## src/sv/cbt_pkg.sv

```systemverilog
// ----------------------------------------------------------------------------
// cbt_pkg: shared types and constants of the CSV byte tokenizer
// Widths, byte codes, result and status codes, controller states and the
// command/status structs between controller and datapath.
// ----------------------------------------------------------------------------
`default_nettype none

package cbt_pkg;

  // sizing
  localparam int HOLD_DEPTH  = 16;
  localparam int MAX_FIELDS  = 1024;
  localparam int HOLD_IDX_W  = (HOLD_DEPTH > 1) ? $clog2(HOLD_DEPTH) : 1;
  localparam int HOLD_CNT_W  = $clog2(HOLD_DEPTH + 1);
  localparam int FIELD_IDX_W = (MAX_FIELDS > 1) ? $clog2(MAX_FIELDS) : 1;
  localparam int FIELD_CNT_W = $clog2(MAX_FIELDS + 1);
  localparam int ROW_W       = 32;
  localparam int BYTE_W      = 8;
  localparam int CFG_IDX_W   = 2;
  localparam int CFG_DATA_W  = 8;

  // byte codes
  localparam logic [BYTE_W-1:0] CH_LF        = 8'd10;
  localparam logic [BYTE_W-1:0] CH_CR        = 8'd13;
  localparam logic [BYTE_W-1:0] CH_TAB       = 8'd9;
  localparam logic [BYTE_W-1:0] CH_SPACE     = 8'd32;
  localparam logic [BYTE_W-1:0] DELIM_RESET  = 8'd44;
  localparam logic [BYTE_W-1:0] QUOTE_RESET  = 8'd34;

  typedef enum logic [1:0] {
    RK_CONTENT   = 2'd0,
    RK_FIELD_END = 2'd1,
    RK_ROW_END   = 2'd2
  } rkind_t;

  typedef enum logic [1:0] {
    ST_OK         = 2'd0,
    ST_OPEN_QUOTE = 2'd1,
    ST_HOLD_OVF   = 2'd2
  } status_t;

  // quote tracking: outside, inside, inside with one quote just seen
  typedef enum logic [1:0] {
    QM_OUT   = 2'd0,
    QM_IN    = 2'd1,
    QM_QSEEN = 2'd2
  } qmode_t;

  typedef enum logic [CFG_IDX_W-1:0] {
    CFG_DELIMITER = 2'd0,
    CFG_QUOTE     = 2'd1,
    CFG_TRIM      = 2'd2,
    CFG_HEADER    = 2'd3
  } cfg_reg_t;

  // what an accepted item calls for
  typedef enum logic [3:0] {
    ACT_NONE,
    ACT_HOLD,
    ACT_CONTENT,
    ACT_FLUSH_C,
    ACT_FLUSH_O,
    ACT_FIELD,
    ACT_ROW,
    ACT_EOS_ROW,
    ACT_EOS_NONE
  } act_t;

  typedef enum logic [2:0] {
    EM_NONE,
    EM_CONTENT,
    EM_HOLD,
    EM_FIELD,
    EM_ROW
  } emit_t;

  typedef enum logic [2:0] {
    S_IDLE,
    S_FLUSH_C,
    S_FLUSH_O,
    S_CONTENT,
    S_ROW
  } state_t;

  typedef struct packed {
    logic    accept;
    emit_t   emit;
    logic    last;
    logic    field_inc;
    logic    hold_clear;
    logic    ovf_done;
    status_t hold_status;
  } dp_cmd_t;

  typedef struct packed {
    act_t act;
    logic flush_last;
    logic slot_free;
  } dp_stat_t;

  function automatic logic is_space(logic [BYTE_W-1:0] b);
    return (b == CH_SPACE) || (b == CH_TAB) || (b == CH_CR) || (b == CH_LF);
  endfunction

endpackage

`default_nettype wire

```

## src/sv/cbt_ctrl.sv

```systemverilog
// ----------------------------------------------------------------------------
// cbt_ctrl: sequencing controller of the CSV byte tokenizer
// Takes items, and steps through whitespace flushes and row ends one result
// per cycle while the output register is free.
// ----------------------------------------------------------------------------
`default_nettype none

module cbt_ctrl
  import cbt_pkg::*;
(
  input  wire logic     clk,
  input  wire logic     rst_n,
  input  wire logic     in_valid,
  output logic          in_ready,
  input  wire dp_stat_t stat,
  output dp_cmd_t       cmd
);

  state_t state_r, state_nxt;
  logic   take;

  assign take = (state_r == S_IDLE) && in_valid && stat.slot_free;

  always_ff @(posedge clk) begin
    if (!rst_n) begin
      state_r <= S_IDLE;
    end else begin
      state_r <= state_nxt;
    end
  end

  // next state
  always_comb begin
    state_nxt = state_r;
    unique case (state_r)
      S_IDLE: begin
        if (take) begin
          unique case (stat.act)
            ACT_FLUSH_C:          state_nxt = stat.flush_last ? S_CONTENT : S_FLUSH_C;
            ACT_FLUSH_O:          state_nxt = stat.flush_last ? S_IDLE : S_FLUSH_O;
            ACT_ROW, ACT_EOS_ROW: state_nxt = S_ROW;
            default:              state_nxt = S_IDLE;
          endcase
        end
      end
      S_FLUSH_C: if (stat.slot_free && stat.flush_last) state_nxt = S_CONTENT;
      S_FLUSH_O: if (stat.slot_free && stat.flush_last) state_nxt = S_IDLE;
      S_CONTENT: if (stat.slot_free) state_nxt = S_IDLE;
      S_ROW:     if (stat.slot_free) state_nxt = S_IDLE;
      default:   state_nxt = S_IDLE;
    endcase
  end

  // commands
  always_comb begin
    in_ready        = (state_r == S_IDLE) && stat.slot_free;
    cmd             = '0;
    cmd.emit        = EM_NONE;
    cmd.hold_status = ST_OK;
    unique case (state_r)
      S_IDLE: begin
        if (take) begin
          cmd.accept = 1'b1;
          unique case (stat.act)
            ACT_CONTENT: begin
              cmd.emit = EM_CONTENT;
              cmd.last = 1'b1;
            end
            ACT_FIELD: begin
              cmd.emit      = EM_FIELD;
              cmd.last      = 1'b1;
              cmd.field_inc = 1'b1;
            end
            ACT_ROW, ACT_EOS_ROW: begin
              cmd.emit = EM_FIELD;
            end
            ACT_FLUSH_C: begin
              cmd.emit       = EM_HOLD;
              cmd.hold_clear = stat.flush_last;
            end
            ACT_FLUSH_O: begin
              cmd.emit        = EM_HOLD;
              cmd.hold_status = ST_HOLD_OVF;
              cmd.last        = stat.flush_last;
              cmd.ovf_done    = stat.flush_last;
            end
            default: cmd.emit = EM_NONE;
          endcase
        end
      end
      S_FLUSH_C: begin
        if (stat.slot_free) begin
          cmd.emit       = EM_HOLD;
          cmd.hold_clear = stat.flush_last;
        end
      end
      S_FLUSH_O: begin
        if (stat.slot_free) begin
          cmd.emit        = EM_HOLD;
          cmd.hold_status = ST_HOLD_OVF;
          cmd.last        = stat.flush_last;
          cmd.ovf_done    = stat.flush_last;
        end
      end
      S_CONTENT: begin
        if (stat.slot_free) begin
          cmd.emit = EM_CONTENT;
          cmd.last = 1'b1;
        end
      end
      S_ROW: begin
        if (stat.slot_free) begin
          cmd.emit = EM_ROW;
          cmd.last = 1'b1;
        end
      end
      default: cmd.emit = EM_NONE;
    endcase
  end

endmodule

`default_nettype wire

```

## src/sv/cbt_datapath.sv

```systemverilog
// ----------------------------------------------------------------------------
// cbt_datapath: byte classification, tokenizer state and result register
// Holds configuration, row/field/quote state, the whitespace hold, the
// statistics and the output register.
// ----------------------------------------------------------------------------
`default_nettype none

module cbt_datapath
  import cbt_pkg::*;
(
  input  wire logic                   clk,
  input  wire logic                   rst_n,
  input  wire logic                   cfg_we,
  input  wire logic [CFG_IDX_W-1:0]   cfg_index,
  input  wire logic [CFG_DATA_W-1:0]  cfg_data,
  input  wire logic                   in_kind,
  input  wire logic [BYTE_W-1:0]      in_data_byte,
  input  wire logic                   out_ready,
  input  wire dp_cmd_t                cmd,
  output dp_stat_t                    stat,
  output logic                        out_valid,
  output logic [1:0]                  out_result_kind,
  output logic [BYTE_W-1:0]           out_out_byte,
  output logic [FIELD_IDX_W-1:0]      out_field_index,
  output logic [ROW_W-1:0]            out_row_number,
  output logic                        out_is_header,
  output logic [FIELD_CNT_W-1:0]      out_field_count,
  output logic [FIELD_CNT_W-1:0]      out_min_fields,
  output logic [FIELD_CNT_W-1:0]      out_max_fields,
  output logic [1:0]                  out_status,
  output logic                        out_last
);

  // configuration
  logic [BYTE_W-1:0] delim_r, quote_r;
  logic              trim_r, hdr_en_r;

  // tokenizer state
  logic                   in_row_r, in_row_nxt;
  qmode_t                 qmode_r, qmode_nxt;
  logic                   cseen_r, cseen_nxt;
  logic [HOLD_CNT_W-1:0]  hcnt_r, hcnt_nxt;
  logic [FIELD_IDX_W-1:0] fidx_r, fidx_nxt;
  logic [ROW_W-1:0]       row_r, row_nxt;
  logic [FIELD_CNT_W-1:0] few_r, few_nxt, most_r, most_nxt;
  logic [HOLD_IDX_W-1:0]  fptr_r, fptr_nxt;
  logic                   eos_r, st_r;
  logic [BYTE_W-1:0]      pend_r;
  logic [BYTE_W-1:0]      hold_r [HOLD_DEPTH];

  // hold write port
  logic                  hold_we;
  logic [HOLD_IDX_W-1:0] hold_waddr;
  logic [BYTE_W-1:0]     hold_wdata;

  // output register
  logic                   oval_r, oval_nxt;
  rkind_t                 okind_r, okind_nxt;
  logic [BYTE_W-1:0]      obyte_r, obyte_nxt;
  logic [FIELD_IDX_W-1:0] ofidx_r, ofidx_nxt;
  logic [ROW_W-1:0]       orow_r, orow_nxt;
  logic                   ohdr_r, ohdr_nxt;
  logic [FIELD_CNT_W-1:0] ocnt_r, ocnt_nxt, omin_r, omin_nxt, omax_r, omax_nxt;
  status_t                ost_r, ost_nxt;
  logic                   olast_r, olast_nxt;

  // classification
  logic [BYTE_W-1:0]      b;
  logic                   is_q, is_nl, is_del, is_sp, skip;
  qmode_t                 qm_eff, qm2, qm_new;
  logic [HOLD_CNT_W-1:0]  hc_eff;
  logic                   cs_eff, is_content, set_cseen, st_now;
  logic [FIELD_IDX_W-1:0] fi_eff, fi_cur;
  logic [ROW_W-1:0]       row_inc, row_eff, row_cur;
  logic                   hdr_cur;
  logic [FIELD_CNT_W-1:0] row_cnt;
  act_t                   act;

  assign b       = in_data_byte;
  assign is_q    = (b == quote_r);
  assign is_nl   = (b == CH_CR) || (b == CH_LF);
  assign is_del  = (b == delim_r);
  assign is_sp   = is_space(b);
  assign skip    = !in_row_r && !is_q && is_nl;
  assign st_now  = in_kind && (qmode_r == QM_IN);
  assign row_inc = (row_r != {ROW_W{1'b1}}) ? row_r + 1'b1 : row_r;
  assign qm_eff  = in_row_r ? qmode_r : QM_OUT;
  assign hc_eff  = in_row_r ? hcnt_r : '0;
  assign cs_eff  = in_row_r && cseen_r;
  assign fi_eff  = in_row_r ? fidx_r : '0;
  assign row_eff = in_row_r ? row_r : row_inc;

  // values seen by a result produced in this cycle
  assign fi_cur  = cmd.accept ? fi_eff : fidx_r;
  assign row_cur = cmd.accept ? row_eff : row_r;
  assign hdr_cur = hdr_en_r && (row_cur == ROW_W'(1));
  assign row_cnt = FIELD_CNT_W'(fidx_r) + FIELD_CNT_W'(1);

  // decode of the offered item
  always_comb begin
    act        = ACT_NONE;
    qm2        = qm_eff;
    qm_new     = qm_eff;
    is_content = 1'b0;
    set_cseen  = 1'b0;
    if (in_kind) begin
      act = in_row_r ? ACT_EOS_ROW : ACT_EOS_NONE;
    end else if (!skip) begin
      if ((qm_eff == QM_QSEEN) && is_q) begin
        // doubled quote: one literal quote
        is_content = 1'b1;
        qm_new     = QM_IN;
      end else begin
        qm2    = (qm_eff == QM_QSEEN) ? QM_OUT : qm_eff;
        qm_new = qm2;
        priority if (qm2 == QM_IN) begin
          if (is_q) qm_new = QM_QSEEN;
          else      is_content = 1'b1;
        end else if (is_q) begin
          qm_new = QM_IN;
        end else if (is_nl) begin
          act = ACT_ROW;
        end else if (is_del) begin
          act = ACT_FIELD;
        end else begin
          is_content = 1'b1;
        end
      end
      if (is_content) begin
        priority if (!trim_r) begin
          act = ACT_CONTENT;
        end else if (is_sp) begin
          if (!cs_eff)                             act = ACT_NONE;
          else if (hc_eff >= HOLD_CNT_W'(HOLD_DEPTH)) act = ACT_FLUSH_O;
          else                                     act = ACT_HOLD;
        end else begin
          set_cseen = 1'b1;
          act       = (hc_eff != '0) ? ACT_FLUSH_C : ACT_CONTENT;
        end
      end
    end
  end

  always_comb begin
    stat.act        = act;
    stat.slot_free  = !oval_r || out_ready;
    stat.flush_last = ((HOLD_CNT_W'(fptr_r) + HOLD_CNT_W'(1)) == hcnt_r);
  end

  // state update
  always_comb begin
    in_row_nxt = in_row_r;
    qmode_nxt  = qmode_r;
    cseen_nxt  = cseen_r;
    hcnt_nxt   = hcnt_r;
    fidx_nxt   = fidx_r;
    row_nxt    = row_r;
    few_nxt    = few_r;
    most_nxt   = most_r;
    fptr_nxt   = fptr_r;
    hold_we    = 1'b0;
    hold_waddr = hc_eff[HOLD_IDX_W-1:0];
    hold_wdata = b;

    if (cmd.accept) begin
      if (in_kind) begin
        if (!in_row_r) begin
          // end of stream between rows: just restart the stream
          qmode_nxt = QM_OUT;
          cseen_nxt = 1'b0;
          hcnt_nxt  = '0;
          fidx_nxt  = '0;
          row_nxt   = '0;
        end
      end else if (!skip) begin
        in_row_nxt = 1'b1;
        row_nxt    = row_eff;
        fidx_nxt   = fi_eff;
        qmode_nxt  = qm_new;
        cseen_nxt  = cs_eff || set_cseen;
        hcnt_nxt   = hc_eff;
        if (act == ACT_HOLD) begin
          hold_we  = 1'b1;
          hcnt_nxt = hc_eff + 1'b1;
        end
      end
    end

    unique case (cmd.emit)
      EM_FIELD: begin
        hcnt_nxt  = '0;
        cseen_nxt = 1'b0;
        if (cmd.field_inc && (fi_cur != FIELD_IDX_W'(MAX_FIELDS - 1))) begin
          fidx_nxt = fi_cur + 1'b1;
        end
      end
      EM_ROW: begin
        in_row_nxt = 1'b0;
        qmode_nxt  = QM_OUT;
        if (!hdr_cur) begin
          if (row_cnt < few_r)  few_nxt  = row_cnt;
          if (row_cnt > most_r) most_nxt = row_cnt;
        end
        if (eos_r) begin
          cseen_nxt = 1'b0;
          hcnt_nxt  = '0;
          fidx_nxt  = '0;
          row_nxt   = '0;
        end
      end
      EM_HOLD: begin
        fptr_nxt = stat.flush_last ? '0 : fptr_r + 1'b1;
        if (cmd.hold_clear) hcnt_nxt = '0;
        if (cmd.ovf_done) begin
          // the overflowing byte becomes the only held byte
          hold_we    = 1'b1;
          hold_waddr = '0;
          hold_wdata = cmd.accept ? b : pend_r;
          hcnt_nxt   = HOLD_CNT_W'(1);
        end
      end
      default: ;
    endcase
  end

  // output register load
  always_comb begin
    oval_nxt  = oval_r && !out_ready;
    okind_nxt = okind_r;
    obyte_nxt = obyte_r;
    ofidx_nxt = ofidx_r;
    orow_nxt  = orow_r;
    ohdr_nxt  = ohdr_r;
    ocnt_nxt  = ocnt_r;
    omin_nxt  = omin_r;
    omax_nxt  = omax_r;
    ost_nxt   = ost_r;
    olast_nxt = olast_r;
    if (cmd.emit != EM_NONE) begin
      oval_nxt  = 1'b1;
      okind_nxt = RK_CONTENT;
      obyte_nxt = '0;
      ofidx_nxt = fi_cur;
      orow_nxt  = row_cur;
      ohdr_nxt  = hdr_cur;
      ocnt_nxt  = '0;
      omin_nxt  = few_r;
      omax_nxt  = most_r;
      ost_nxt   = ST_OK;
      olast_nxt = cmd.last;
      unique case (cmd.emit)
        EM_CONTENT: obyte_nxt = cmd.accept ? b : pend_r;
        EM_HOLD: begin
          obyte_nxt = hold_r[fptr_r];
          ost_nxt   = cmd.hold_status;
        end
        EM_FIELD: begin
          okind_nxt = RK_FIELD_END;
          ost_nxt   = st_now ? ST_OPEN_QUOTE : ST_OK;
        end
        EM_ROW: begin
          okind_nxt = RK_ROW_END;
          ocnt_nxt  = row_cnt;
          omin_nxt  = few_nxt;
          omax_nxt  = most_nxt;
          ost_nxt   = st_r ? ST_OPEN_QUOTE : ST_OK;
        end
        default: ;
      endcase
    end
  end

  // control registers
  always_ff @(posedge clk) begin
    if (!rst_n) begin
      delim_r  <= DELIM_RESET;
      quote_r  <= QUOTE_RESET;
      trim_r   <= 1'b0;
      hdr_en_r <= 1'b0;
      in_row_r <= 1'b0;
      qmode_r  <= QM_OUT;
      cseen_r  <= 1'b0;
      hcnt_r   <= '0;
      fidx_r   <= '0;
      row_r    <= '0;
      few_r    <= FIELD_CNT_W'(MAX_FIELDS);
      most_r   <= '0;
      fptr_r   <= '0;
      oval_r   <= 1'b0;
    end else begin
      if (cfg_we) begin
        unique case (cfg_reg_t'(cfg_index))
          CFG_DELIMITER: delim_r  <= cfg_data;
          CFG_QUOTE:     quote_r  <= cfg_data;
          CFG_TRIM:      trim_r   <= cfg_data[0];
          CFG_HEADER:    hdr_en_r <= cfg_data[0];
          default: ;
        endcase
      end
      in_row_r <= in_row_nxt;
      qmode_r  <= qmode_nxt;
      cseen_r  <= cseen_nxt;
      hcnt_r   <= hcnt_nxt;
      fidx_r   <= fidx_nxt;
      row_r    <= row_nxt;
      few_r    <= few_nxt;
      most_r   <= most_nxt;
      fptr_r   <= fptr_nxt;
      oval_r   <= oval_nxt;
    end
  end

  // payload registers
  always_ff @(posedge clk) begin
    if (cmd.accept) begin
      pend_r <= b;
      eos_r  <= in_kind;
      st_r   <= st_now;
    end
    if (hold_we) hold_r[hold_waddr] <= hold_wdata;
    okind_r <= okind_nxt;
    obyte_r <= obyte_nxt;
    ofidx_r <= ofidx_nxt;
    orow_r  <= orow_nxt;
    ohdr_r  <= ohdr_nxt;
    ocnt_r  <= ocnt_nxt;
    omin_r  <= omin_nxt;
    omax_r  <= omax_nxt;
    ost_r   <= ost_nxt;
    olast_r <= olast_nxt;
  end

  assign out_valid       = oval_r;
  assign out_result_kind = okind_r;
  assign out_out_byte    = obyte_r;
  assign out_field_index = ofidx_r;
  assign out_row_number  = orow_r;
  assign out_is_header   = ohdr_r;
  assign out_field_count = ocnt_r;
  assign out_min_fields  = omin_r;
  assign out_max_fields  = omax_r;
  assign out_status      = ost_r;
  assign out_last        = olast_r;

endmodule

`default_nettype wire

```

## src/sv/csv_byte_tokenizer_unit.sv

```systemverilog
// ----------------------------------------------------------------------------
// csv_byte_tokenizer_unit: streaming CSV tokenizer, one byte per item
// Turns CSV text into content bytes, end-of-field and end-of-row results.
// ----------------------------------------------------------------------------
// A text item that yields at most one result (plain content byte, delimiter,
// quote, skipped line ending, held whitespace) needs no sequencing, so bytes
// stream at one per cycle while the result side keeps up. A line ending that
// closes a row, and end of stream inside a row, yield end of field, then end
// of row. A non-whitespace byte that releases N held whitespace bytes yields
// those N bytes, then itself, and a whitespace byte that overflows the hold
// yields HOLD_DEPTH held bytes; the controller steps the hold read pointer,
// one result per cycle while the output register is free. Results leave
// through an output register, so the next item is taken in the same cycle
// the previous result is taken. Configuration writes are registered and
// must only be issued while no item is in progress.
// ----------------------------------------------------------------------------
`default_nettype none

module csv_byte_tokenizer_unit
  import cbt_pkg::*;
(
  input  wire logic                   clk,
  input  wire logic                   rst_n,
  // configuration: delimiter, quote byte, trim enable, header enable
  input  wire logic                   cfg_we,
  input  wire logic [CFG_IDX_W-1:0]   cfg_index,
  input  wire logic [CFG_DATA_W-1:0]  cfg_data,
  // input items
  input  wire logic                   in_valid,
  output logic                        in_ready,
  input  wire logic                   in_kind,
  input  wire logic [BYTE_W-1:0]      in_data_byte,
  // result items
  output logic                        out_valid,
  input  wire logic                   out_ready,
  output logic [1:0]                  out_result_kind,
  output logic [BYTE_W-1:0]           out_out_byte,
  output logic [FIELD_IDX_W-1:0]      out_field_index,
  output logic [ROW_W-1:0]            out_row_number,
  output logic                        out_is_header,
  output logic [FIELD_CNT_W-1:0]      out_field_count,
  output logic [FIELD_CNT_W-1:0]      out_min_fields,
  output logic [FIELD_CNT_W-1:0]      out_max_fields,
  output logic [1:0]                  out_status,
  output logic                        out_last
);

  dp_cmd_t  cmd;
  dp_stat_t stat;

  // controller: accepts items, sequences multi-result items
  cbt_ctrl u_ctrl (
    .clk      (clk),
    .rst_n    (rst_n),
    .in_valid (in_valid),
    .in_ready (in_ready),
    .stat     (stat),
    .cmd      (cmd)
  );

  // datapath: classification, state, hold, stats, output register
  cbt_datapath u_dp (
    .clk             (clk),
    .rst_n           (rst_n),
    .cfg_we          (cfg_we),
    .cfg_index       (cfg_index),
    .cfg_data        (cfg_data),
    .in_kind         (in_kind),
    .in_data_byte    (in_data_byte),
    .out_ready       (out_ready),
    .cmd             (cmd),
    .stat            (stat),
    .out_valid       (out_valid),
    .out_result_kind (out_result_kind),
    .out_out_byte    (out_out_byte),
    .out_field_index (out_field_index),
    .out_row_number  (out_row_number),
    .out_is_header   (out_is_header),
    .out_field_count (out_field_count),
    .out_min_fields  (out_min_fields),
    .out_max_fields  (out_max_fields),
    .out_status      (out_status),
    .out_last        (out_last)
  );

endmodule

`default_nettype wire

```

## config.mk

```make
export PLATFORM = sky130hd
export DESIGN_NAME = csv_byte_tokenizer_unit
export DESIGN_NICKNAME = d
export VERILOG_FILES = /design/src/sv/cbt_pkg.sv /design/src/sv/cbt_ctrl.sv /design/src/sv/cbt_datapath.sv /design/src/sv/csv_byte_tokenizer_unit.sv
export SDC_FILE = /design/constraint.sdc
export NUM_CORES = 1
export LEC_CHECK = 0
export ABC_AREA = 1
export BUFFER_PORTS_ARGS = -buffer_cell sky130_fd_sc_hd__buf_2
export CAP_MARGIN = 20
export CORE_ASPECT_RATIO = 0.7
export CORE_MARGIN = 8
export CORE_UTILIZATION = 40
export CTS_CLUSTER_DIAMETER = 50
export CTS_CLUSTER_SIZE = 28
export DETAILED_ROUTE_END_ITERATION = 10
export MAX_ROUTING_LAYER = met4
export SETUP_SLACK_MARGIN = 0.5
export SYNTH_ARGS = -nofsm -noshare
export SYNTH_HDL_FRONTEND = slang
export SYNTH_SLANG_ARGS = --single-unit
```

## constraint.sdc

```tcl
create_clock -name clk -period 6.15 [get_ports clk]
set_input_delay 0.615 -clock clk [delete_from_list [all_inputs] [get_ports clk]]
set_output_delay 0.615 -clock clk [all_outputs]
set_load 0.005 [all_outputs]
```

Yosys cells after proc, flatten, opt, wreduce, memory -nomap -nowiden
Memory sizes are Yosys's and may differ from the RTL's. A register that Yosys moved wholly into a read port is not among the register bits.
Index checks and enable logic that the tools add are counted.

cells by class
  $add $sub $neg = 6
  order comparisons = 3
  equal/unequal tests = 36
  muxes and demuxes = 123
  bitwise logic cells = 3
  reduce and logical (&&, ||, !) cells = 39

operators by type and width
  cell                                                   count
  two-way mux 32 bit                                     9
  two-way mux 11 bit                                     8
  two-way mux 10 bit                                     8
  two-way mux 4 bit                                      17
  two-way mux 5 bit                                      8
  two-way mux 1 bit                                      35
  adder 32 x 1 -> 32 bit (second input constant)         1
  equality test 32 x 1 -> 1 bit (second input constant)  1
  != test 32 bit (second input constant)                 1
  two-way mux 3 bit                                      9
  equality test 8 x 4 -> 1 bit (second input constant)   3
  two-way mux 2 bit                                      12
  two-way mux 8 bit                                      3
  one-hot mux 10 bit (2 select lines)                    1
  equality test 4 x 3 -> 1 bit (second input constant)   4
  equality test 8 bit                                    2
  one-hot mux 8 bit (2 select lines)                     1
  one-hot mux 3 bit (5 select lines)                     1
  one-hot mux 5 bit (3 select lines)                     1
  equality test 3 x 2 -> 1 bit (second input constant)   4
  logical AND 1 bit                                      12
  one-hot mux 2 bit (3 select lines)                     2
  one-hot mux 3 bit (4 select lines)                     1
  adder 10 x 1 -> 11 bit (second input constant)         1
  other kinds (35)                                       65

storage, ports and cells
  register bits = 198
  RAM bits = 128
  input bits = 24
  output and inout port bits = 91
  memories = 1

memory list
  memory       words  width  rd ports  clocked after Yosys merged registers in  write ports  line                source
  u_dp.hold_r  16     8      1         1                                        1            cbt_datapath.sv:49  logic [BYTE_W-1:0] hold_r [HOLD_DEPTH];

Logic depth before layout (Yosys ltp)
Gate-level depths: netlist (run 1).

  depth after elaboration = 22
  gate-level depth with buffers = 23
  depth with buffers taken out = 22

Modules after synthesis
From an unflattened synthesis (run 1), not the netlist that was laid out.

unflattened totals
  cells, all modules = 1961
  area total of the unflattened synthesis = 16716.0 µm²

by module, submodules not included
  module        instances  cells an instance  area an instance (µm²)
  cbt_datapath  1          1884               16290.6
  cbt_ctrl      1          77                 425.4

Worst setup path before layout (run 1)
OpenSTA, ideal clock, no wires.

  kind = input to register
  from = in in_data_byte[1]
  to = reg u_dp.ocnt_r[0], in the netlist u_dp.out_field_count[0] (enable)
  library setup time = 0.450 ns
  data arrival time = 4.093 ns
  data required time = 5.700 ns
  setup slack = 1.607 ns
  stages on the path = 18
  cell sequence = buf_2 > inv_2 > nand2_1 > o21ai_1 > nand2_2 > inv_1 > nand3_1 > nand2_2 > nor2_1 > nand2_2 > nand2_2 > nor2_2 > nand3_1 > nand2_1 > nand2_1 > nand2_4 > nor2_1 > nand2_1

on the way
  word-level cells in the longest chain between the ends = 17

RTL lines
  item                                                                          line                                                    source
  from (decl)                                                                   csv_byte_tokenizer_unit.sv:32                           input wire logic [BYTE_W-1:0] in_data_byte,
  equality test 8 bit or equality test 8 x 4 -> 1 bit (tied branches)           cbt_datapath.sv:82, cbt_pkg.sv:102, cbt_datapath.sv:81
  two-way mux 1 bit or logical OR 1 bit (tied branches)                         cbt_datapath.sv:123, cbt_datapath.sv:81
  two-way mux 1 bit                                                             cbt_datapath.sv:121                                     end else if (is_nl) begin
  two-way mux 1 bit                                                             cbt_datapath.sv:119                                     end else if (is_q) begin
  two-way mux 1 bit                                                             cbt_datapath.sv:116                                     priority if (qm2 == QM_IN) begin
  two-way mux 1 bit                                                             cbt_datapath.sv:109                                     if ((qm_eff == QM_QSEEN) && is_q) begin
  two-way mux 1 bit                                                             cbt_datapath.sv:108                                     end else if (!skip) begin
  two-way mux 1 bit                                                             cbt_datapath.sv:106                                     if (in_kind) begin
  two-way mux 4 bit                                                             cbt_datapath.sv:129                                     if (is_content) begin
  two-way mux 4 bit (*)                                                         cbt_datapath.sv:108
  two-way mux 4 bit (*)                                                         cbt_datapath.sv:106
  equality test 4 x 3 -> 1 bit or equality test 4 x 2 -> 1 bit (tied branches)  cbt_ctrl.sv:64                                          unique case (stat.act)
  OR reduction 3 bit (no line) or OR reduction 2 bit (tied branches)            -
  one-hot mux 2 bit (3 select lines) (*)                                        cbt_ctrl.sv:64
  two-way mux 10 bit (*)                                                        cbt_ctrl.sv:62                                          if (take) begin
  one-hot mux 3 bit (5 select lines) (*)                                        cbt_ctrl.sv:60                                          unique case (state_r)
  nonzero test 3 bit (*)                                                        cbt_datapath.sv:239                                     if (cmd.emit != EM_NONE) begin
  to (signal assigned)                                                          cbt_datapath.sv:326                                     ocnt_r <= ocnt_nxt;
  to (decl)                                                                     cbt_datapath.sv:63                                      logic [FIELD_CNT_W-1:0] ocnt_r, ocnt_nxt, omin_r, omin_nxt, omax_r, omax_nxt;

Every way passes the cells marked *; elsewhere a longest branch is shown, timed or not. The select of a mux whose other input is x is not followed.
A chain may end at the register's enable or synchronous reset.

Worst setup path in the final report (run 1)
  from = reg u_dp.in_row_r
  to = mem u_dp.hold_r[4][7] (enable)

on the way
  word-level cells in the longest chain between the ends = 20

RTL lines
  item                                                                     line                                      source
  from (decl)                                                              cbt_datapath.sv:39                        logic in_row_r, in_row_nxt;
  from (signal assigned)                                                   cbt_datapath.sv:300                       in_row_r <= in_row_nxt;
  two-way mux 2 bit                                                        cbt_datapath.sv:87                        assign qm_eff = in_row_r ? qmode_r : QM_OUT;
  equality test 2 bit                                                      cbt_datapath.sv:109, cbt_datapath.sv:114
  two-way mux 2 bit                                                        cbt_datapath.sv:114                       qm2 = (qm_eff == QM_QSEEN) ? QM_OUT : qm_eff;
  equality test 2 x 1 -> 1 bit                                             cbt_datapath.sv:116
  two-way mux 1 bit                                                        cbt_datapath.sv:116
  two-way mux 1 bit                                                        cbt_datapath.sv:109
  two-way mux 1 bit                                                        cbt_datapath.sv:108
  two-way mux 1 bit                                                        cbt_datapath.sv:106
  [... 4 more ...]                                                         -
  OR reduction 3 bit (no line) (tied with other cells)                     -
  one-hot mux 2 bit (3 select lines) or two-way mux 1 bit (tied branches)  cbt_ctrl.sv:64, cbt_datapath.sv:175
  two-way mux 10 bit or two-way mux 1 bit (tied branches)                  cbt_ctrl.sv:62, cbt_datapath.sv:166
  one-hot mux 3 bit (5 select lines) or two-way mux 1 bit (tied branches)  cbt_ctrl.sv:60, cbt_datapath.sv:165
  equality test 3 x 2 -> 1 bit or two-way mux 1 bit (tied branches)        cbt_datapath.sv:189, cbt_datapath.sv:214
  two-way mux 1 bit                                                        cbt_datapath.sv:189                       unique case (cmd.emit)
  two-way mux 1 bit                                                        cbt_datapath.sv:320                       if (hold_we) hold_r[hold_waddr] <= hold_wdata;
  two-way mux 1 bit (implied by the code)                                  cbt_datapath.sv:320
  to (decl)                                                                cbt_datapath.sv:49

Parallel ways exist; a longest one is shown, timed or not. The select of a mux whose other input is x is not followed.

==> summary.md, run 1 <==
## Outcome
• **outcome** completed

## GRT
• **initial antenna violation count** 0
• **GRT Overall Usage** 19.8%
• **largest net degree at the start of global routing** 94
• **sum of overflow across all layers after global routing** 0
• **first-pass GRT wire length** 77000 microns
• **via count of the first global-routing pass** 13.1k

## Critical path
• **CP Cell Sequence** inv_1, nand3_1, nand2_2, inv_2, nand3_2, nand2_2, nor3_1, nand3_1, nand2_1, inv_1, nand4_1, nor2_1
• **Worst path max stage delay** 0.88 ns
• **type of the setup path with the least slack** flip-flop to flip-flop
• **data arrival at the endpoint of the critical path** 4.59 ns
• **top fanout value on the critical path** 27
• **CP Buf/Inv Count** 3
• **Critical Path Slowest Stage Cell** sky130_fd_sc_hd__dfxtp_1
• **endpoint type of the worst setup path** flip-flop
• **gate family responsible for the most delay along the worst path** simple AND/OR/NAND/NOR gates
• **CP required** 6.37 ns
• **element type at the critical path start** flip-flop

## Detailed routing
• **drt wl/cell** 18.6 microns
• **First-pass DRT Iterations** 5
• **initial drt markers** 1495
• **post-detailed-route count of antenna-violating nets** 0
• **via count of the routed design** 14.3k
• **DRC violations left** 0
• **overall routed net length** 49600 microns
• **number of vias per cell after detailed routing** 5.35

## Clock tree
• **clock buffer depth** 3
• **Post-CTS Hold Fix Bufs** 0
• **Sink Count** 330
• **CTS buffer count** 30
• **post_cts resized** 0
• **Skew-Pair Late Insertion Delay** 0.60 ns
• **root buffer selected by CTS** sky130_fd_sc_hd__clkbuf_16
• **H-tree depth** 1
• **Post-CTS Setup Bufs** 0
• **TritonCTS clock tree** done
• **clock transition at the register clock pins on the worst setup and hold paths after CTS** 0.08 ns

## Synth
• **syn nets** 2056
• **fraction of synthesized cell area taken by the top area cell type** 38.4%
• **Synth warnings** 0
• **most frequent cell after synthesis** sky130_fd_sc_hd__nand2_1
• **combined area of all synthesized cells** 17100 sq um
• **post-synthesis cell type with the largest combined area** sky130_fd_sc_hd__edfxtp_1
• **number of enable flip-flop cells after synthesis** 219
• **Most used DFF post-synth** sky130_fd_sc_hd__edfxtp_1
• **synthesized area per cell** 8.53 sq um
• **register bit count reported by yosys** 330
• **commonest cells in the netlist** sky130_fd_sc_hd__nand2_1, sky130_fd_sc_hd__inv_1, sky130_fd_sc_hd__edfxtp_1, sky130_fd_sc_hd__nor2_1, sky130_fd_sc_hd__nand3_1
• **leading post-synthesis cells by cell area** sky130_fd_sc_hd__edfxtp_1, sky130_fd_sc_hd__dfxtp_1, sky130_fd_sc_hd__nand2_1
• **sequential fraction of the synthesis area** 51.4%
• **Netlist cell types** 54
• **synthesized netlist cell count** 2005
• **post-synthesis async set-or-reset flop share** 0%

## Pwr
• **Pleak** 7.97 nW
• **largest vdd supply drop** 0.000210 V
• **Design Power** 5.19 mW
• **areal power density over the cells** 269 nW/um^2

## Layout
• **area occupied by multi-input gates** 6930 sq um
• **final cell area excluding filler cells** 19300 sq um
• **share of layout cells above drive strength 1** 14.3%
• **filler instances** 4094
• **antenna cells** 0
• **number of nets in the layout** 2143
• **register area** 8800 sq um
• **growth of design area from synthesis to finish** 12.6%

## Floorplanning
• **Row Count** 63
• **height of the die** 189 microns
• **count of boundary I/O pins** 115
• **effective utilization at floorplan** 40.5%
• **placeable core region** 42300 sq um
• **die boundary width** 263 microns
• **area enclosed by the die boundary** 49800 sq um

## Placed design
• **PortBufs** 114
• **worst setup timing slack at the placement stage** 1.57 ns
• **Routability Congestion** 0.935
• **Area after DPL** 18100 sq um
• **post-DP HPWL** 36000 microns

## Timing
• **Period minus WS final** 4.37 ns
• **max_slew headroom** 27.4%
• **setup violation total in the final timing report** 0
• **least setup slack across all paths after layout** 1.78 ns
• **final period utilization** 71.1%
• **setup repair after global routing missed its margin** false
• **achievable frequency** 229 MHz
• **final max-slew violation count** 0
• **final worst clock skew** 0.0256 ns
• **final hold violation count** 0
• **Worst Max-Slew Pin Slew** 1.09 ns
• **post-route setup TNS** 0 ns

## Min path
• **type of the worst min-delay path** primary input to flip-flop

## Run
• **maximum capacitance violations** 0

-- cell usage in the layout (no fill, tap or decap), types with 18 or more instances in the layout --
cell type | synthesis | routed
sky130_fd_sc_hd__edfxtp_1 | 219 | 219
sky130_fd_sc_hd__inv_1 | 251 | 251
sky130_fd_sc_hd__nand2_2 | 30 | 30
sky130_fd_sc_hd__nor2_2 | 23 | 23
sky130_fd_sc_hd__o21ai_1 | 24 | 24
sky130_fd_sc_hd__nor2_1 | 203 | 203
sky130_fd_sc_hd__nand4_1 | 25 | 25
sky130_fd_sc_hd__buf_2 | 16 | 114
sky130_fd_sc_hd__a21oi_1 | 89 | 89
sky130_fd_sc_hd__nor3_1 | 23 | 23
sky130_fd_sc_hd__nand2_1 | 400 | 399
sky130_fd_sc_hd__buf_4 | 3 | 18
sky130_fd_sc_hd__dfxtp_1 | 111 | 110
sky130_fd_sc_hd__nand3_1 | 168 | 168
sky130_fd_sc_hd__xor2_1 | 27 | 27
sky130_fd_sc_hd__o21ai_0 | 123 | 122
sky130_fd_sc_hd__clkbuf_16 | 0 | 31
sky130_fd_sc_hd__inv_2 | 19 | 19
sky130_fd_sc_hd__mux2i_1 | 24 | 24
sky130_fd_sc_hd__ha_1 | 27 | 27
-- sequential cells by signal, summed over array words and instances (netlist names), 2 cells and up, named ones only --
signal	flops
u_dp.fidx_r	10
u_dp.out_max_fields	11
u_dp.delim_r	8
u_dp.pend_r	8
u_dp.most_r	11
u_dp.quote_r	8
u_dp.hold_r	128
u_dp.out_row_number	32
u_dp.out_min_fields	11
u_dp.out_out_byte	8
u_dp.qmode_r	2
u_dp.row_r	32
u_dp.few_r	11
u_dp.out_field_count	11
u_dp.fptr_r	4
u_dp.out_result_kind	2
u_dp.out_status	2
u_dp.out_field_index	10
u_dp.hcnt_r	5
u_ctrl.state_r	3
-- final cells by class --
type	instances	share of cell area [%]
sequential	330	45.7
timing repair buffer	133	3.81
clock buffer	34	4.09
multi-input combinational	1327	36.0
inverter	270	5.26
tap	552	3.59
clock inverter	22	1.59
-- layer usage --
layer  global-route usage, %  vias to the layer above  routed length (microns)  share of wire (%)
li1                        -                     6888                        -                  -
met1                    30.8                     6775                    25200                 51
met2                    27.1                      558                    19900                 40
met3                    3.24                       43                     3830                7.7
met4                    2.93                        0                      615                1.2
met5                       -                        -                        0                  0
-- cell families (layout without fill, tap and decap cells) --
group           after synthesis  count (layout)  share of synthesized area (%)
flops                       330             330                           51.4
mux                          35              35                           2.13
simple gates                906             906                           23.5
fa+ha+maj                    27              27                           1.97
xor+xnor                     42              42                           2.15
compound gates              317             317                           10.6
buf+inv                     348             459                           8.15
-- worst reg2reg max path, stage by stage (launching register included) --
cell and delay (ns):
sky130_fd_sc_hd__dfxtp_1 0.88, sky130_fd_sc_hd__inv_1 0.13, sky130_fd_sc_hd__nand3_1 0.13, sky130_fd_sc_hd__nand2_2 0.37, sky130_fd_sc_hd__inv_2 0.32, sky130_fd_sc_hd__nand3_2 0.15
sky130_fd_sc_hd__nand2_2 0.16, sky130_fd_sc_hd__nor3_1 0.09, sky130_fd_sc_hd__nand3_1 0.07, sky130_fd_sc_hd__nand2_1 0.44, sky130_fd_sc_hd__inv_1 0.43, sky130_fd_sc_hd__nand4_1 0.22
sky130_fd_sc_hd__nor2_1 0.62
-- worst paths after layout --
| path | start | cells past startpoint | slack (ns) | to |
|---|---|---|---|---|
| worst min-delay path | cfg_data[2] | 3 | 0.27 | u_dp.delim_r[2] |
| worst max-delay path | u_dp.in_row_r | 12 | 1.78 | u_dp.hold_r[4][7] |
| worst max register to register | u_dp.in_row_r | 12 | 1.78 | u_dp.hold_r[4][7] |
| worst min register to register | u_dp.quote_r[3] | 2 | 0.48 | u_dp.quote_r[3] |
-- metrics by stage --
stage,hold slack (ns),util [%],cells
final,0.269,45.6,2668
after global routing,0.267,45.6,2668
after CTS,0.242,45.5,2667
after detailed placement,0.469,42.9,2611
after global placement,0.458,42.9,2611
after floorplan,0.438,-,2005
-- power by group --
part           internal [mW]  leakage [nW]  total (mW)  switching [mW]
logic                  0.182          4.51       0.581           0.399
registers               2.48          2.93        2.56          0.0783
clock network           1.04         0.533        2.05            1.01
total                   3.70          7.97        5.19            1.49
Note: power is estimated with default switching activity, not from simulation.
==> run 2, diff against run 1 <==
- clock period: 6.15 -> 4.4 ns (I/O delays scaled with it)
==> summary.md, run 2 (same netlist as run 1, synthesis figures left out) <==
## Outcome
• **outcome** completed

## GRT
• **largest net degree at the start of global routing** 51, -46%
• **via count of the first global-routing pass** 13.5k, +3.5%
• **first-pass GRT wire length** 77400 microns, +0.50%
• **GRT Overall Usage** 20.0%, +0.12 points
• **sum of overflow across all layers after global routing** 0, unchanged
• **initial antenna violation count** 2, +2

## Placed design
• **PortBufs** 114, unchanged
• **post-DP HPWL** 36400 microns, +1.1%
• **Routability Congestion** 0.945, +1.1%

## Detailed routing
• **post-detailed-route count of antenna-violating nets** 0, unchanged
• **number of vias per cell after detailed routing** 5.22, -2.3%
• **initial drt markers** 1373, -8.2%
• **DRC violations left** 0, unchanged
• **via count of the routed design** 14.2k, -0.80%
• **drt wl/cell** 18.1 microns, -2.5%
• **First-pass DRT Iterations** 5, unchanged
• **overall routed net length** 49100 microns, -0.98%

## Critical path
• **CP required** 4.69 ns, -1.68 ns
• **data arrival at the endpoint of the critical path** 3.89 ns, -0.70 ns
• **type of the setup path with the least slack** flip-flop to flip-flop
• **top fanout value on the critical path** 24, -11%
• **element type at the critical path start** flip-flop
• **endpoint type of the worst setup path** flip-flop

## Clock tree
• **root buffer selected by CTS** sky130_fd_sc_hd__clkbuf_16
• **H-tree depth** 2, +1
• **CTS buffer count** 34, +13%
• **TritonCTS clock tree** done
• **Post-CTS Hold Fix Bufs** 0, unchanged
• **clock transition at the register clock pins on the worst setup and hold paths after CTS** 0.07 ns, about the same
• **Skew-Pair Late Insertion Delay** 0.54 ns, -0.06 ns
• **Sink Count** 330, unchanged
• **clock buffer depth** 3, unchanged

## Floorplanning
• **Row Count** 63, unchanged
• **area enclosed by the die boundary** 49800 sq um, unchanged
• **placeable core region** 42300 sq um, unchanged
• **die boundary width** 263 microns, unchanged
• **effective utilization at floorplan** 40.5%, unchanged
• **count of boundary I/O pins** 115, unchanged
• **height of the die** 189 microns, unchanged

## Timing
• **final hold violation count** 0, unchanged
• **post-route setup TNS** 0 ns, unchanged
• **setup repair after global routing missed its margin** false
• **Period minus WS final** 3.60 ns, -0.770 ns
• **worst hold slack after final layout** 0.145 ns, -0.124 ns
• **final max-slew violation count** 0, unchanged
• **max_slew headroom** 34.8%, +7.4 points
• **final worst clock skew** 0.0280 ns, +0.00234 ns
• **setup violation total in the final timing report** 0, unchanged
• **final period utilization** 81.8%, +11 points
• **Worst Max-Slew Pin Slew** 0.977 ns, -0.112 ns
• **achievable frequency** 278 MHz, +21%

## Layout
• **most common cell after layout, fill and taps aside** sky130_fd_sc_hd__nand2_1
• **growth of design area from synthesis to finish** 14.9%
• **filler instances** 4084, -0.24%
• **share of layout cells above drive strength 1** 16.1%, +1.8 points
• **register ranked first by flip-flop count** u_dp.hold_r
• **leading cell types in the layout, fill and taps excluded** sky130_fd_sc_hd__nand2_1, sky130_fd_sc_hd__inv_1, sky130_fd_sc_hd__edfxtp_1
• **Largest register FFs** 128, unchanged
• **number of nets in the layout** 2182, +1.8%

## Min path
• **type of the worst min-delay path** primary input to flip-flop

## Pwr
• **sequential share of power** 47.7%, -1.5 points
• **Pleak** 8.20 nW, +2.9%
• **combinational share of power** 11.4%, +0.2 points
• **share of total power in the clock network** 40.9%, +1.3 points
• **net switching power of the design** 2.07 mW, +40%
• **largest vdd supply drop** 0.000286 V, +37%
• **areal power density over the cells** 380 nW/um^2, +41%
• **internal power** 5.39 mW, +46%
• **net switching fraction of the power** 27.8%, -0.85 points

## Run
• **maximum capacitance violations** 0, unchanged

## run 2: changes by cell type in the layout (fill, tap and decap cells not counted), moves of 3 or more
cell and delta:
sky130_fd_sc_hd__clkbuf_16 +4, sky130_fd_sc_hd__dfxtp_2 +3, sky130_fd_sc_hd__buf_4 +33, sky130_fd_sc_hd__buf_12 +3, sky130_fd_sc_hd__clkinv_4 +5, sky130_fd_sc_hd__inv_6 -3
## run 2: cell type report
cell class | instances | area, sq um | share of cell area, %
Clock buffer | 36 | 880 | 4.47
Multi-Input combinational cell | 1327 | 6950 | 35.4
Inverter | 270 | 1010 | 5.15
Clock inverter | 25 | 308 | 1.57
Timing Repair Buffer | 168 | 1010 | 5.15
Antenna cell | 1 | 2.50 | 0.0127
Tap cell | 552 | 691 | 3.51
Sequential cell | 330 | 8800 | 44.8
## run 2: final timing paths
path                            slack [ns]  depth (start not counted)                endpoint             from
worst max-delay path                  0.80                         20  u_dp.out_min_fields[6]    u_dp.row_r[1]
worst min-delay path                  0.15                          3         u_dp.delim_r[3]      cfg_data[3]
worst max register to register        0.80                         20  u_dp.out_min_fields[6]    u_dp.row_r[1]
worst min register to register        0.48                          2         u_dp.quote_r[2]  u_dp.quote_r[2]
## run 2: repair_timing
item | in CTS | in global routing
resized for setup | 0 | 5
endpoints found under the setup margin | 0 | 61
hold endpoints to repair | 0 | 0
buffers inserted | 0 | 0
## run 2: worst max-delay path: stages (launching register included)
cell	delay [ns]
sky130_fd_sc_hd__dfxtp_1	0.44
sky130_fd_sc_hd__ha_1	0.27
sky130_fd_sc_hd__nand2_1	0.12
sky130_fd_sc_hd__nor2_4	0.15
sky130_fd_sc_hd__nand2_2	0.16
sky130_fd_sc_hd__nor2_4	0.23
sky130_fd_sc_hd__nand2_1	0.15
sky130_fd_sc_hd__nor2_1	0.18
sky130_fd_sc_hd__o211ai_1	0.13
sky130_fd_sc_hd__nand2_1	0.11
sky130_fd_sc_hd__nand3_1	0.08
sky130_fd_sc_hd__nand2_1	0.22
sky130_fd_sc_hd__nand2_1	0.10
sky130_fd_sc_hd__nor2_1	0.11
sky130_fd_sc_hd__nand3_1	0.10
sky130_fd_sc_hd__nor2_2	0.17
sky130_fd_sc_hd__nand2_4	0.21
sky130_fd_sc_hd__nand2_4	0.23
sky130_fd_sc_hd__nand2_2	0.08
sky130_fd_sc_hd__nand2_2	0.08
sky130_fd_sc_hd__inv_1	0.04
## run 2: metal layers
metal | vias up | routed length, microns | GRT usage, %
li1 | 6954 | - | -
met1 | 6620 | 24900 | 29.7
met4 | 0 | 896 | 4.90
met5 | - | 0 | -
met2 | 516 | 19200 | 26.9
met3 | 60 | 4150 | 4.59
## run 2: power by group through the flow
stage / clock network, mW / logic [mW] / registers (mW)
after floorplan: 0 / 0.520 / 3.60
final: 3.05 / 0.852 / 3.56
after global routing: 3.24 / 0.946 / 3.58
after global placement: 0 / 0.837 / 3.63
after CTS: 3.11 / 0.849 / 3.56
after detailed placement: 0 / 0.846 / 3.63
## run 2: metrics by stage
| stage | instances | setup slack [ns] | total power, mW | cell area, sq um | util, % |
|---|---|---|---|---|---|
| after floorplan | 2005 | 0.843 | 4.12 | 17100 | - |
| after global placement | 2647 | 0.781 | 4.46 | 18500 | 43.7 |
| after detailed placement | 2647 | 0.715 | 4.48 | 18500 | 43.7 |
| after CTS | 2708 | 0.698 | 7.52 | 19600 | 46.5 |
| after global routing | 2709 | 0.502 | 7.76 | 19700 | 46.5 |
| final | 2709 | 0.799 | 7.47 | 19700 | 46.5 |
